$ cat src/rtl/rba_pkg.sv
// ring bump allocator package: item types, function and status codes
// no dependencies; used by ring_bump_allocator
package rba_pkg;

    localparam int FUNC_W   = 2;
    localparam int SIZE_W   = 20;
    localparam int ALIGN_W  = 16;
    localparam int OFFSET_W = 21;
    localparam int STATUS_W = 2;
    localparam int WRAPS_W  = 32;
    localparam int PAGES_W  = 9;
    localparam int NEXT_W   = 22;
    localparam int LAST_W   = 21;
    localparam int ALIGN_CLAMP = 4096;
    localparam int LARGE_LIMIT = 4096;
    localparam int PLAIN_GRAIN = 16;
    localparam int PAGES_RESET = 16;
    // narrow width that holds a clamped alignment
    localparam int AL_W = $clog2(ALIGN_CLAMP + 1);

    typedef enum logic [FUNC_W-1:0] {
        FUNC_PLAIN = 2'd0,
        FUNC_ALIGN = 2'd1,
        FUNC_FREE  = 2'd2,
        FUNC_NOP   = 2'd3
    } func_t;

    typedef enum logic [STATUS_W-1:0] {
        ST_OK        = 2'd0,
        ST_TOO_LARGE = 2'd1,
        ST_DBL_FREE  = 2'd2
    } status_t;

    typedef struct packed {
        logic [FUNC_W-1:0]  func;
        logic [SIZE_W-1:0]  alloc_size;
        logic [ALIGN_W-1:0] alignment;
    } req_t;

    typedef struct packed {
        logic [OFFSET_W-1:0] offset;
        logic [STATUS_W-1:0] status;
        logic                wrapped;
        logic [WRAPS_W-1:0]  wrap_count;
    } rsp_t;

endpackage

$ cat src/rtl/ring_bump_allocator.sv
// ring_bump_allocator: bump-pointer allocator over a paged arena
// depends on rba_pkg for item types and codes
//
// One item in, one result out. Plain allocations, frees and the unused
// function code pass through the execute and output states. An aligned
// allocation with non-zero alignment passes through the execute, remainder,
// rounding, placement and output states: the pointer and the size are each
// reduced modulo the alignment by two restoring remainder steps that share
// one divisor, one bit of both per cycle over the full 22-bit pointer and
// size, followed by rounding and the arena fit check. One item is in flight
// at a time; in_ready is high only while the block is idle, so a new item
// is not accepted before the last result is registered, and a result held by
// out_ready low delays the return to idle. The arena size register applies
// to items accepted after the edge that writes it.
module ring_bump_allocator #(
    parameter int PAGE_BYTES = 4096,
    parameter int MAX_PAGES  = 256
) (
    input  logic                           clk,
    input  logic                           rst_n,
    input  logic                           in_valid,
    output logic                           in_ready,
    input  rba_pkg::req_t                  in_data,
    output logic                           out_valid,
    input  logic                           out_ready,
    output rba_pkg::rsp_t                  out_data,
    input  logic                           cfg_wr_en,
    input  logic [rba_pkg::PAGES_W-1:0]    cfg_wr_data
);

    localparam int ARENA_W = $clog2(MAX_PAGES * PAGE_BYTES + 1);
    localparam int CMP_W   = (ARENA_W > 24) ? ARENA_W : 24;
    localparam int MP_W    = $clog2(MAX_PAGES + 1);
    localparam int PG_W    = (MP_W > rba_pkg::PAGES_W) ? MP_W : rba_pkg::PAGES_W;
    localparam int NW      = rba_pkg::NEXT_W;
    localparam int LW      = rba_pkg::LAST_W;
    localparam int OW      = rba_pkg::OFFSET_W;
    localparam int SW      = rba_pkg::SIZE_W;
    localparam int AW      = rba_pkg::AL_W;
    localparam int POS_W   = NW + 1;
    localparam int CNT_W   = $clog2(NW);

    typedef enum logic [2:0] {
        S_IDLE,
        S_EXEC,
        S_DIV,
        S_ADJ,
        S_PLACE,
        S_OUT
    } state_t;

    state_t                      state_reg;
    logic [rba_pkg::FUNC_W-1:0]  func_reg;
    logic [SW-1:0]               size_in_reg;
    logic [AW-1:0]               align_reg;
    logic [rba_pkg::PAGES_W-1:0] pages_reg;
    logic [CMP_W-1:0]            arena_reg;
    logic [NW-1:0]               next_off_reg;
    logic [LW-1:0]               prev_size_reg;
    logic [rba_pkg::WRAPS_W-1:0] wraps_reg;
    logic [NW-1:0]               dvd_a_reg;
    logic [NW-1:0]               dvd_b_reg;
    logic [AW-1:0]               rem_a_reg;
    logic [AW-1:0]               rem_b_reg;
    logic [CNT_W-1:0]            cnt_reg;
    logic [POS_W-1:0]            pos_reg;
    logic [LW-1:0]               asize_reg;
    rba_pkg::rsp_t               res_reg;
    logic                        out_valid_reg;
    rba_pkg::rsp_t               out_data_reg;

    logic [PG_W-1:0]  pages_ext;
    logic [PG_W-1:0]  pages_eff;
    logic [CMP_W-1:0] arena_next;
    logic [AW-1:0]    align_clamped;
    logic [LW-1:0]    plain_size;
    logic [CMP_W-1:0] plain_sum;
    logic             plain_wrap;
    logic [NW-1:0]    plain_next;
    logic [NW-1:0]    free_next;
    logic [AW:0]      sh_a;
    logic [AW:0]      sh_b;
    logic [AW-1:0]    rem_a_step;
    logic [AW-1:0]    rem_b_step;
    logic [CMP_W-1:0] align_sum;
    logic             is_plain;
    rba_pkg::rsp_t    exec_rsp;

    assign in_ready  = (state_reg == S_IDLE);
    assign out_valid = out_valid_reg;
    assign out_data  = out_data_reg;

    always_comb
    begin
        pages_ext = PG_W'(pages_reg);
        if (pages_ext == '0)
        begin
            pages_eff = PG_W'(1);
        end
        else if (pages_ext > PG_W'(MAX_PAGES))
        begin
            pages_eff = PG_W'(MAX_PAGES);
        end
        else
        begin
            pages_eff = pages_ext;
        end
        arena_next = CMP_W'(pages_eff) * CMP_W'(PAGE_BYTES);

        if (in_data.alignment > rba_pkg::ALIGN_W'(rba_pkg::ALIGN_CLAMP))
        begin
            align_clamped = AW'(rba_pkg::ALIGN_CLAMP);
        end
        else
        begin
            align_clamped = in_data.alignment[AW-1:0];
        end

        is_plain = (func_reg == rba_pkg::FUNC_PLAIN)
                || ((func_reg == rba_pkg::FUNC_ALIGN) && (align_reg == '0));

        // round up to the plain grain
        plain_size = (LW'(size_in_reg) + LW'(rba_pkg::PLAIN_GRAIN - 1))
                   & ~LW'(rba_pkg::PLAIN_GRAIN - 1);
        plain_sum  = CMP_W'(next_off_reg) + CMP_W'(plain_size);
        plain_wrap = (plain_sum > arena_reg);
        plain_next = plain_wrap ? NW'(plain_size) : plain_sum[NW-1:0];
        free_next  = next_off_reg - NW'(prev_size_reg);

        // result of the functions that finish in the execute state
        exec_rsp            = '0;
        exec_rsp.wrap_count = wraps_reg;
        if (is_plain)
        begin
            if (plain_size > LW'(rba_pkg::LARGE_LIMIT))
            begin
                exec_rsp.status = rba_pkg::ST_TOO_LARGE;
            end
            else if (plain_wrap)
            begin
                exec_rsp.wrapped = 1'b1;
            end
            else
            begin
                exec_rsp.offset = next_off_reg[OW-1:0];
            end
        end
        else if (func_reg == rba_pkg::FUNC_FREE)
        begin
            if (prev_size_reg == '0)
            begin
                exec_rsp.status = rba_pkg::ST_DBL_FREE;
            end
            else
            begin
                exec_rsp.offset = free_next[OW-1:0];
            end
        end

        // remainder steps for the pointer and size lanes, sharing one divisor
        sh_a = {rem_a_reg, dvd_a_reg[NW-1]};
        sh_b = {rem_b_reg, dvd_b_reg[NW-1]};
        if (sh_a >= {1'b0, align_reg})
        begin
            rem_a_step = AW'(sh_a - {1'b0, align_reg});
        end
        else
        begin
            rem_a_step = sh_a[AW-1:0];
        end
        if (sh_b >= {1'b0, align_reg})
        begin
            rem_b_step = AW'(sh_b - {1'b0, align_reg});
        end
        else
        begin
            rem_b_step = sh_b[AW-1:0];
        end

        align_sum = CMP_W'(pos_reg) + CMP_W'(asize_reg);
    end

    always_ff @(posedge clk or negedge rst_n)
    begin
        if (!rst_n)
        begin
            state_reg     <= S_IDLE;
            out_valid_reg <= 1'b0;
            pages_reg     <= rba_pkg::PAGES_W'(rba_pkg::PAGES_RESET);
            arena_reg     <= CMP_W'(rba_pkg::PAGES_RESET) * CMP_W'(PAGE_BYTES);
            next_off_reg  <= '0;
            prev_size_reg <= '0;
            wraps_reg     <= '0;
        end
        else
        begin
            if (cfg_wr_en)
            begin
                pages_reg <= cfg_wr_data;
            end
            arena_reg <= arena_next;

            if (out_ready && (state_reg != S_OUT))
            begin
                out_valid_reg <= 1'b0;
            end

            unique case (state_reg)
                S_IDLE:
                begin
                    if (in_valid)
                    begin
                        func_reg    <= in_data.func;
                        size_in_reg <= in_data.alloc_size;
                        align_reg   <= align_clamped;
                        state_reg   <= S_EXEC;
                    end
                end
                S_EXEC:
                begin
                    res_reg <= exec_rsp;
                    if (is_plain)
                    begin
                        if (plain_size <= LW'(rba_pkg::LARGE_LIMIT))
                        begin
                            next_off_reg  <= plain_next;
                            prev_size_reg <= plain_size;
                        end
                        state_reg <= S_OUT;
                    end
                    else if (func_reg == rba_pkg::FUNC_ALIGN)
                    begin
                        dvd_a_reg <= next_off_reg;
                        dvd_b_reg <= NW'(size_in_reg);
                        rem_a_reg <= '0;
                        rem_b_reg <= '0;
                        cnt_reg   <= CNT_W'(NW - 1);
                        state_reg <= S_DIV;
                    end
                    else
                    begin
                        if ((func_reg == rba_pkg::FUNC_FREE) && (prev_size_reg != '0))
                        begin
                            next_off_reg  <= free_next;
                            prev_size_reg <= '0;
                        end
                        state_reg <= S_OUT;
                    end
                end
                S_DIV:
                begin
                    rem_a_reg <= rem_a_step;
                    rem_b_reg <= rem_b_step;
                    dvd_a_reg <= {dvd_a_reg[NW-2:0], 1'b0};
                    dvd_b_reg <= {dvd_b_reg[NW-2:0], 1'b0};
                    cnt_reg   <= cnt_reg - CNT_W'(1);
                    if (cnt_reg == '0)
                    begin
                        state_reg <= S_ADJ;
                    end
                end
                S_ADJ:
                begin
                    if (rem_a_reg != '0)
                    begin
                        pos_reg <= POS_W'(next_off_reg) + POS_W'(align_reg - rem_a_reg);
                    end
                    else
                    begin
                        pos_reg <= POS_W'(next_off_reg);
                    end
                    if (rem_b_reg != '0)
                    begin
                        asize_reg <= LW'(size_in_reg) + LW'(align_reg - rem_b_reg);
                    end
                    else
                    begin
                        asize_reg <= LW'(size_in_reg);
                    end
                    state_reg <= S_PLACE;
                end
                S_PLACE:
                begin
                    prev_size_reg <= asize_reg;
                    if (align_sum > arena_reg)
                    begin
                        wraps_reg          <= wraps_reg + rba_pkg::WRAPS_W'(1);
                        res_reg.wrap_count <= wraps_reg + rba_pkg::WRAPS_W'(1);
                        res_reg.wrapped    <= 1'b1;
                        res_reg.offset     <= '0;
                        next_off_reg       <= NW'(asize_reg);
                    end
                    else
                    begin
                        res_reg.offset <= pos_reg[OW-1:0];
                        next_off_reg   <= align_sum[NW-1:0];
                    end
                    state_reg <= S_OUT;
                end
                S_OUT:
                begin
                    if (!out_valid_reg || out_ready)
                    begin
                        out_data_reg  <= res_reg;
                        out_valid_reg <= 1'b1;
                        state_reg     <= S_IDLE;
                    end
                end
                default:
                begin
                    state_reg <= S_IDLE;
                end
            endcase
        end
    end

endmodule

$ cat config.mk
export PLATFORM = sky130hd
export DESIGN_NAME = ring_bump_allocator
export DESIGN_NICKNAME = d
export VERILOG_FILES = /design/src/rtl/rba_pkg.sv /design/src/rtl/ring_bump_allocator.sv
export SDC_FILE = /design/constraint.sdc
export NUM_CORES = 1
export LEC_CHECK = 0
export BUFFER_PORTS_ARGS = -buffer_cell sky130_fd_sc_hd__buf_2
export CAP_MARGIN = 10
export CORE_MARGIN = 4
export CORE_UTILIZATION = 50
export CTS_CLUSTER_DIAMETER = 80
export DETAILED_ROUTE_END_ITERATION = 6
export GPL_TIMING_DRIVEN = 0
export PLACE_DENSITY = 0.72
export SLEW_MARGIN = 0
export SYNTH_ARGS = -nofsm -noshare
export SYNTH_HDL_FRONTEND = slang
export SYNTH_SLANG_ARGS = --single-unit
$ cat constraint.sdc
create_clock -name clk -period 12.25 [get_ports clk]
set_clock_uncertainty 0.1 [all_clocks]
set_input_delay 1.225 -clock clk [delete_from_list [all_inputs] [get_ports clk]]
set_output_delay 1.225 -clock clk [all_outputs]
set_load 0.03 [all_outputs]
==> summary.txt, run 1 <==
Logic synthesis
  – Top-area cell type share of the netlist area: 34.57%
  – Synth top area cells: edfxtp_1, dfrtp_1, ha_1, nand2_1, xnor2_1
  – Async S/R FF share, synth: 26.72%
  – Synth Register Bits: about 360
  – Synth Area per Inst: 9.795 µm²
  – Top_reg_cell synth: edfxtp_1
  – Post-synth top area cell: edfxtp_1
  – Post-synth top cells: nand2_1, edfxtp_1, nor2_1, ha_1, a21oi_1
  – Distinct cells, synth: 82
  – Top-count cell post-synth: nand2_1
  – Synthesized area: ~23,000 µm²
  – Synth Warn #: 0
  – Post-synth EDFFs: 266
  – Seq/Total Area, Yosys: 45.09%
  – Post-Synthesis Net Count: 2,594
  – Synth Instances: roughly 2.4k

Critical path
  – Worst path buffer plus inverter count: 2
  – Worst path slowest cell: nor4_1
  – Delay-heaviest family, CP: simple AND/OR/NAND/NOR gates
  – Largest stage delay on the critical path: 690 ps
  – Worst reg2reg startpoint: size_in_reg[1]
  – CP Max Fanout: 10
  – Critical path class: flop to flop
  – R2r setup slk: between 4000 and 5000 ps
  – Worst r2r path cells: 25
  – Startpoint Class: flop
  – CP Data Arrival Time: 7690 ps
  – CP dominant cell by count: nand4_1
  – Worst EP required: 12,460 ps
  – Endpoint class of the critical path: flop
  – R2r endpoint: res_reg[43]
  – Worst Setup SP: size_in_reg[1]
  – CP Capture Point: res_reg[43]
  – CP Depth: 25

Layout
  – Final Util: 57.11%
  – Layout Nets: 2,753
  – Area Overhead vs Synth: 12.65%
  – Final instance area: ~26,000 µm²
  – Ant diodes: 0
  – Post-route insts no fill: 3,153
  – Fraction of layout instances using a drive strength above 1: 10.22%
  – Filler instances: between 3k and 4k

STA
  – Worst slew pin tran: 951.4 ps
  – Min setup slack post-route: 4767 ps
  – Final Hold Fails: 0
  – TNS Setup: 0 ps
  – Rel. slew slack: 36.58%
  – Max Freq: 0.1336 GHz
  – Fin crit share: 61.09%
  – Min Tclk post-route: 7483 ps
  – Final setup fails: 0
  – Hold WS: 316.6 ps
  – RSZ-0062 raised after global routing: false
  – Pins Over Slew Limit: 0

Global route
  – Antenna violations before repair: 0
  – First-pass GRT wire length: between 100 and 150 mm
  – Grt ovf: 0
  – Largest net degree at the start of global routing: 68
  – Total Routing Usage GR: roughly 27%
  – Number of global-route vias before repair: approximately 18k

Placed design
  – Cells after DPL: 3,073
  – Dpl ws: 5003 ps
  – Post-DP HPWL: 54.54 mm
  – IO buf count: 108
  – Post-DP Area: approximately 25,000 µm²
  – RePlAce Congestion: 1.008

Clock network
  – Post-CTS resize count: 0
  – Cts hold-fix bufs: 0
  – Depth of the CTS H-tree: 2
  – Clock sinks: 363
  – TritonCTS Buffers: 43
  – Root Driver: clkbuf_16
  – Worst-path clk slew: 60 ps
  – CTS tree: built
  – Post-CTS Setup Bufs: 0
  – Clk Latency, worst-skew pair: 580 ps
  – Max Root-Sink Buffers: 3

Routing
  – Final WL: between 60 and 70 mm
  – Routed WL per cell: around 22 µm
  – Drt drc: 0
  – Initial DRT Pass Iterations: 6
  – Via density per instance: a little under 6
  – 1st-iter DRT viols: 1,715
  – ANT nets after route: 0
  – Vias: 18.81k

Floorplan
  – Die ar.: 49,720 µm²
  – Die height: between 200 and 250 µm
  – Initial core utilization: 50.70%
  – Core area: 45,580 µm²
  – Floorplan row count: roughly 80
  – Ports: 110
  – Chip width: 223.0 µm

Pwr
  – Power share of the sequential group: around 30%
  – Leak: 10.77 nW
  – Combinational share of power: between 40% and 50%
  – Switching power total: 2.907 mW
  – Switch share: 43.51%
  – P_int: 3.775 mW
  – Peak supply drop: 0.1546 mV
  – Clock share of power: 20.0%
  – Design Power: roughly 6.7 mW
  – Cell area power density: 256.7 nW/µm²

Worst hold path
  – Worst Hold Class: flop to flop

Run status
  – Result of the run: completed

Flow run
  – Max Cap Violations: 0
cell usage in the layout (no fill, tap or decap), types with 64 or more instances in the layout:
master / netlist / layout
ha_1: 174 / 174
a21oi_1: 173 / 173
dfrtp_1: 95 / 95
xor2_1: 84 / 84
edfxtp_1: 266 / 266
nand3_1: 75 / 75
xnor2_1: 111 / 111
inv_1: 125 / 125
o21ai_0: 122 / 122
nor2_1: 185 / 184
nand2_1: 302 / 302
buf_2: 4 / 111
clkbuf_1: 59 / 64
power groups by stage:
stage,registers [mW],logic [mW],clock network [mW]
CTS,2.00,3.26,1.36
global placement,2.03,3.16,0
global route,2.03,3.61,1.42
detailed placement,2.03,3.25,0
finish,2.01,3.33,1.34
floorplan,1.93,2.28,0
cell type report:
class / count / area [µm²] / area share [%]
multi-input cells: 1798 / 11920 / 45.80
clock buffers: 51 / 1147 / 4.408
inverters: 125 / 469.2 / 1.803
repair buffers: 114 / 660.6 / 2.538
clock inverters: 29 / 339.1 / 1.303
well taps: 600 / 750.7 / 2.884
flip-flops and latches: 363 / 10420 / 40.02
plain buffers: 73 / 322.8 / 1.240
worst min path at each step:
stage	slack (ps)	depth (start not counted)	to	from
global route	320	0	out_data[30]	res_reg[30]
CTS	320	0	out_data[33]	res_reg[33]
detailed placement	310	0	out_data[32]	res_reg[32]
finish	320	0	out_data[32]	res_reg[32]
floorplan	300	0	out_data[0]	res_reg[0]
global placement	300	0	out_data[33]	res_reg[33]
kinds of logic (layout without fill, tap and decap cells):
kind of cell | after synthesis | after routing | synth area share, %
and+or+nand+nor | 836 | 836 | 16.99
AOI/OAI and AO/OA | 550 | 550 | 15.31
DFF | 363 | 363 | 45.09
buffers and inverters | 198 | 392 | 3.428
xor gates and xnor gates | 195 | 195 | 7.392
adders and majority gates | 183 | 183 | 10.20
muxes | 34 | 34 | 1.592
per-layer routing:
layer | up-vias | part of all wire (%) | track usage (%)
met5 | - | 0 | 0
met2 | 774 | 46 | 43.57
met1 | 9002 | 42 | 37.46
met4 | 0 | 4.0 | 10.28
li1 | 8899 | - | -
met3 | 137 | 8.1 | 4.908
(Power assumes the default switching activity.)
==> run 2, diff against run 1 <==
- PLACE_DENSITY: 0.72 -> 0.75
- clock period: 12.25 -> 6.3 ns (I/O delays scaled with it)
==> summary.txt, run 2 (synthesized netlist as in run 1, its figures left out) <==
Critical path
  – Worst path buffer plus inverter count: 3 (+1)
  – Worst reg2reg startpoint: size_in_reg[0]
  – CP Data Arrival Time: 6520 ps (-1170 ps)
  – CP Max Fanout: 10 (unchanged)
  – Worst path cell trace: nor4_4 > buf_4 > xnor2_1 > ha_2 > inv_1 > fa_1 > nand2b_1 > a211oi_2 > nand4b_1 > a311oi_2 > o21bai_1 > a21oi_1 > xnor2_1 > ha_1 > nand4_1 > nor4b_1 > nand4_1 > or3_1 > o41ai_4 > nand2_2 > buf_4 > mux2i_1 > a21oi_1 > o311a_1
  – Endpoint class of the critical path: flop
  – Worst r2r path cells: 24 (-4.0%)
  – Worst path slowest cell: edfxtp_1
  – R2r setup slk: 170 ps (-4600 ps)
  – Worst EP required: 6690 ps (-5770 ps)
  – Critical path class: flop to flop
  – R2r endpoint: next_off_reg[7]
  – Startpoint Class: flop
  – Delay-heaviest family, CP: simple AND/OR/NAND/NOR gates
  – Largest stage delay on the critical path: 490 ps (-200 ps)

STA
  – Pins Over Slew Limit: 0 (unchanged)
  – Rel. slew slack: 31.69% (-4.9 points)
  – Fin crit share: 97.30% (+36 points)
  – TNS Setup: 0 ps (unchanged)
  – Worst slew pin tran: 1011 ps (+60.02 ps)
  – Min Tclk post-route: 6130 ps (-1353 ps)
  – Final Hold Fails: 0 (unchanged)
  – Final setup fails: 0 (unchanged)
  – Max Freq: 0.1631 GHz (+22%)

Placed design
  – RePlAce Congestion: 0.9830 (-2.5%)
  – Post-DP Area: 24,530 µm² (about the same)
  – IO buf count: 108 (unchanged)
  – Post-DP HPWL: 52.77 mm (-3.2%)

Pwr
  – Cell area power density: 498.5 nW/µm² (+94%)
  – Power share of the sequential group: 29.7% (-0.4 points)
  – P_int: 7.416 mW (+96%)
  – Switching power total: 5.742 mW (+98%)
  – Leak: 10.92 nW (+1.5%)
  – Clock share of power: 19.5% (-0.5 points)
  – Combinational share of power: 50.8% (+0.9 points)
  – Peak supply drop: 0.2797 mV (+81%)
  – Switch share: 43.64% (+0.14 points)

Layout
  – Final Util: 57.91% (+0.80 points)
  – Commonest non-fill, non-tap cell in the layout: nand2_1
  – Final instance area: 26,390 µm² (+1.4%)
  – Multi-input gate area: 12,090 µm² (+1.4%)
  – Fraction of layout instances using a drive strength above 1: 11.96% (+1.7 points)
  – Area Overhead vs Synth: 14.23%
  – Filler instances: 3,831 (-2.7%)
  – Storage cell area: 10,420 µm² (unchanged)
  – Layout Nets: 2,777 (+0.87%)
  – Most frequent cells in the layout: nand2_1, edfxtp_1, nor2_1

Clock network
  – Max Root-Sink Buffers: 3 (unchanged)
  – CTS tree: built
  – Clk Latency, worst-skew pair: 580 ps (about the same)
  – Depth of the CTS H-tree: 2 (unchanged)
  – Worst-path clk slew: 60 ps (about the same)
  – Root Driver: clkbuf_16
  – TritonCTS Buffers: 42 (-2.3%)
  – Clock sinks: 363 (unchanged)

Worst hold path
  – Hold path cells: 1 (+1)
  – Hold endpoint: size_in_reg[10]
  – HP Start: in_data[26]
  – Worst Hold Class: primary input to flop

Floorplan
  – Core area: 45,580 µm² (unchanged)
  – Floorplan row count: 78 (unchanged)
  – Chip width: 223.0 µm (unchanged)
  – Ports: 110 (unchanged)
  – Die ar.: 49,720 µm² (unchanged)
  – Initial core utilization: 50.70% (unchanged)
  – Die height: 223.0 µm (unchanged)

Routing
  – Routed WL per cell: 21.70 µm (-1.4%)
  – Drt drc: 0 (unchanged)
  – Final WL: 68.94 mm (-0.68%)
  – Via density per instance: 6.000 (+0.56%)
  – 1st-iter DRT viols: 1,847 (+7.7%)
  – Vias: 19.06k (+1.3%)
  – Initial DRT Pass Iterations: 7 (+1)
  – ANT nets after route: 0 (unchanged)

Global route
  – Largest net degree at the start of global routing: 68 (unchanged)
  – Antenna violations before repair: 1 (+1)
  – First-pass GRT wire length: 104.5 mm (-0.93%)
  – Number of global-route vias before repair: 18.39k (+2.7%)
  – Total Routing Usage GR: 26.90% (-0.41 points)
  – Grt ovf: 0 (unchanged)

Run status
  – Result of the run: completed

Flow run
  – Max Cap Violations: 0 (unchanged)
==> run 2: cell types whose count changed in the layout (fill, tap and decap cells not counted), sizes merged <==
cell	previous run	this run
inv	128	129
bufinv	6	4
clkinv	14	8
buf	127	153
diode	0	1
clkbuf	111	115
dlygate4sd3	0	1
clkinvlp	6	5
==> run 2: how the worst max path moves through the flow <==
| stage | from | endpoint | depth (start not counted) |
|---|---|---|---|
| global route | size_in_reg[7] | next_off_reg[16] | 23 |
| detailed placement | size_in_reg[2] | res_reg[50] | 26 |
| finish | size_in_reg[0] | next_off_reg[7] | 24 |
| global placement | rst_n | res_reg[31] | 3 |
| CTS | size_in_reg[1] | res_reg[53] | 24 |
| floorplan | size_in_reg[4] | next_off_reg[12] | 24 |
==> run 2: worst register-to-register path, stage by stage (launching register included) <==
cell and delay [ps]:
edfxtp_1 490, nor4_4 420, buf_4 180, xnor2_1 190, ha_2 290, inv_1 60, fa_1 400, nand2b_1 220
a211oi_2 240, nand4b_1 210, a311oi_2 130, o21bai_1 190, a21oi_1 110, xnor2_1 160, ha_1 330, nand4_1 100
nor4b_1 310, nand4_1 150, or3_1 370, o41ai_4 270, nand2_2 150, buf_4 250, mux2i_1 200, a21oi_1 250
o311a_1 300
==> run 2: repair_timing <==
action	in CTS	in global routing
cloned	0	0
resized for setup	16	24
hold buffers	1	0
endpoints found under the setup margin	76	76
endpoints found under the hold margin	33	0
pin swaps	1	10
buffers inserted	7	21
==> run 2: layout make-up <==
class                   instances  area share, %
inverters                     125          1.778
multi-input cells            1798          45.81
well taps                     600          2.844
clock inverters                21         0.9908
diodes                          1       0.009481
clock buffers                  57          4.594
plain buffers                  70          1.209
flip-flops and latches        363          39.47
repair buffers                142          3.295
==> run 2: power by group through the flow <==
stage	clock network (mW)	registers, mW	logic, mW
6_report	2.57	3.91	6.68
5_1_grt	2.72	3.93	7.24
4_1_cts	2.61	3.88	6.41
3_5_place_dp	0	3.93	6.30
3_3_place_gp	0	3.93	6.11
2_1_floorplan	0	3.76	4.44
==> run 2: routing by layer <==
layer / GRT usage, % / wire [µm] / up-vias
met5: 0 / 0 / -
met4: 13.22 / 3704 / 0
met3: 4.750 / 5898 / 185
met2: 43.18 / 31600 / 873
met1: 35.41 / 27730 / 9069
li1: - / - / 8934
==> run 2: stage by stage <==
step / worst slack, ps / cells / hold slack, ps / power [mW]
2_1_floorplan: 756.2 / 2359 / 234.4 / 8.199
3_3_place_gp: -1120 / 3067 / 300.3 / 10.04
3_5_place_dp: -894.8 / 3072 / 304.5 / 10.22
4_1_cts: 0.4632 / 3155 / 92.66 / 12.90
5_1_grt: -83.99 / 3177 / 105.2 / 13.90
6_report: 169.9 / 3177 / 124.3 / 13.16
==> run 3, diff against run 2 <==
==> constraint.sdc (replaced) <==
create_clock -name clk -period 6.3 [get_ports clk]
set_clock_uncertainty 0.1 [all_clocks]
set_input_delay 0.945 -clock clk [delete_from_list [all_inputs] [get_ports clk]]
set_output_delay 0.945 -clock clk [all_outputs]
set_load 0.03 [all_outputs]
==> summary.txt, run 3 (synthesized netlist as in run 1, its figures left out) <==
Critical path
  – Worst path slowest cell: edfxtp_1
  – Critical path class: flop to flop
  – Largest stage delay on the critical path: 490 ps (about the same)
  – R2r endpoint: next_off_reg[7]
  – Worst reg2reg startpoint: size_in_reg[0]
  – Startpoint Class: flop
  – Worst path cell trace: nor4_4 > buf_4 > xnor2_1 > ha_2 > inv_1 > fa_1 > nand2b_1 > a211oi_2 > nand4b_1 > a311oi_2 > o21bai_1 > a21oi_1 > xnor2_1 > ha_1 > nand4_1 > nor4b_1 > nand4_1 > or3_1 > o41ai_4 > nand2_2 > buf_4 > mux2i_1 > a21oi_1 > o311a_1
  – CP Data Arrival Time: 6490 ps (-30 ps)
  – Worst r2r path cells: 24 (unchanged)
  – Endpoint class of the critical path: flop
  – Worst EP required: 6690 ps (about the same)
  – Delay-heaviest family, CP: simple AND/OR/NAND/NOR gates
  – CP Max Fanout: 10 (unchanged)
  – Worst path buffer plus inverter count: 3 (unchanged)
  – R2r setup slk: 200 ps (+30 ps)

Routing
  – Drt drc: 0 (unchanged)
  – ANT nets after route: 0 (unchanged)
  – 1st-iter DRT viols: 1,777 (-3.8%)
  – Routed WL per cell: 21.70 µm (about the same)
  – Initial DRT Pass Iterations: 6 (-1)
  – Final WL: 68.92 mm (about the same)
  – Via density per instance: 6.010 (+0.17%)
  – Vias: 19.09k (+0.14%)

Placed design
  – RePlAce Congestion: 0.9830 (unchanged)
  – Post-DP HPWL: 52.77 mm (unchanged)
  – Cells after DPL: 3,072 (unchanged)
  – IO buf count: 108 (unchanged)

Global route
  – Largest net degree at the start of global routing: 68 (unchanged)
  – First-pass GRT wire length: 104.5 mm (about the same)
  – Number of global-route vias before repair: 18.38k (-0.054%)
  – Antenna violations before repair: 1 (unchanged)
  – Total Routing Usage GR: 26.90% (about the same)
  – Grt ovf: 0 (unchanged)

Clock network
  – Depth of the CTS H-tree: 2 (unchanged)
  – Clk Latency, worst-skew pair: 590 ps (about the same)
  – Worst-path clk slew: 60 ps (about the same)
  – TritonCTS Buffers: 42 (unchanged)
  – Max Root-Sink Buffers: 3 (unchanged)
  – Cts hold-fix bufs: 0 (-1)
  – Clock sinks: 363 (unchanged)
  – CTS tree: built
  – Root Driver: clkbuf_16

Floorplan
  – Ports: 110 (unchanged)
  – Die ar.: 49,720 µm² (unchanged)
  – Die height: 223.0 µm (unchanged)
  – Floorplan row count: 78 (unchanged)
  – Initial core utilization: 50.70% (unchanged)
  – Core area: 45,580 µm² (unchanged)
  – Chip width: 223.0 µm (unchanged)

Run status
  – Result of the run: completed

Layout
  – Layout Nets: 2,776 (-0.036%)
  – Storage cell area: 10,420 µm² (unchanged)
  – Fraction of layout instances using a drive strength above 1: 11.96% (about the same)
  – Most frequent cells in the layout: nand2_1, edfxtp_1, nor2_1
  – Multi-input gate area: 12,090 µm² (unchanged)
  – Area Overhead vs Synth: 14.18% (about the same)
  – Commonest non-fill, non-tap cell in the layout: nand2_1
  – Filler instances: 3,832 (+0.026%)
  – Post-route insts no fill: 3,176 (-0.031%)

STA
  – Pins Over Slew Limit: 0 (unchanged)
  – Rel. slew slack: 30.99% (-0.70 points)
  – Min Tclk post-route: 6104 ps (-25.61 ps)
  – TNS Setup: 0 ps (unchanged)
  – Worst slew pin tran: 1022 ps (+10.35 ps)
  – Final setup fails: 0 (unchanged)
  – Final Hold Fails: 0 (unchanged)
  – Max Freq: 0.1638 GHz (+0.42%)
  – Fin crit share: 96.90% (-0.41 points)

Pwr
  – Leak: 10.92 nW (about the same)
  – Peak supply drop: 0.2768 mV (-1.1%)
  – Cell area power density: 498.6 nW/µm² (about the same)

Worst hold path
  – Worst Hold Class: primary input to async pin

Flow run
  – Max Cap Violations: 0 (unchanged)
run 3: layout make-up:
class	instances	area share, %
flip-flops and latches	363	39.49
repair buffers	141	3.258
clock inverters	21	0.9912
inverters	125	1.778
well taps	600	2.845
plain buffers	70	1.209
clock buffers	57	4.595
diodes	1	0.009485
multi-input cells	1798	45.83
run 3: worst register-to-register path, delay by kind of cell (launching register included):
kind	cells	cell delay, ps
xor gates and xnor gates	2	350
buffers and inverters	3	490
AOI/OAI and AO/OA	7	1470
muxes	1	200
DFF	1	490
and+or+nand+nor	8	1910
adders and majority gates	3	1010
run 3: power by group:
group / leakage, nW / switching [mW] / internal, mW / total, mW
combinational: 6.56 / 4.15 / 2.53 / 6.68
clock: 0.706 / 1.03 / 1.53 / 2.57
sequential: 3.66 / 0.559 / 3.35 / 3.91
run 3: how the worst max path moves through the flow:
stage	startpoint	end	slack [ps]	cells after the start
2_1_floorplan	size_in_reg[4]	next_off_reg[12]	760	24
3_3_place_gp	rst_n	res_reg[31]	-1430	3
3_5_place_dp	size_in_reg[2]	res_reg[50]	-890	26
4_1_cts	size_in_reg[1]	res_reg[53]	0.5	24
5_1_grt	size_in_reg[7]	next_off_reg[16]	-80	23
6_report	size_in_reg[0]	next_off_reg[7]	200	24
run 3: timing repair:
action / CTS / global route
pin swaps: 1 / 10
setup endpoints to repair: 76 / 76
setup buffers: 7 / 21
endpoints found under the hold margin: 0 / 0
resized for setup: 16 / 24
run 3: stage by stage:
stage	worst slack [ps]	total power, mW	area, µm²	util (%)	hold slack, ps
final	195.5	13.15	26380	57.89	223.2
after global routing	-83.99	13.90	26380	57.89	232.0
after CTS	0.4632	12.90	26130	57.33	204.0
after detailed placement	-894.8	10.22	24530	53.82	304.5
after global placement	-1435	10.04	24400	53.53	300.3
after floorplan	756.2	8.199	23110	-	300.3
run 3: layer usage:
metal	vias up	GRT usage (%)	routed length, µm
li1	8930	-	-
met1	9092	35.40	27910
met2	882	43.17	31570
met3	183	4.750	5765
met4	0	13.22	3683
met5	-	0	0
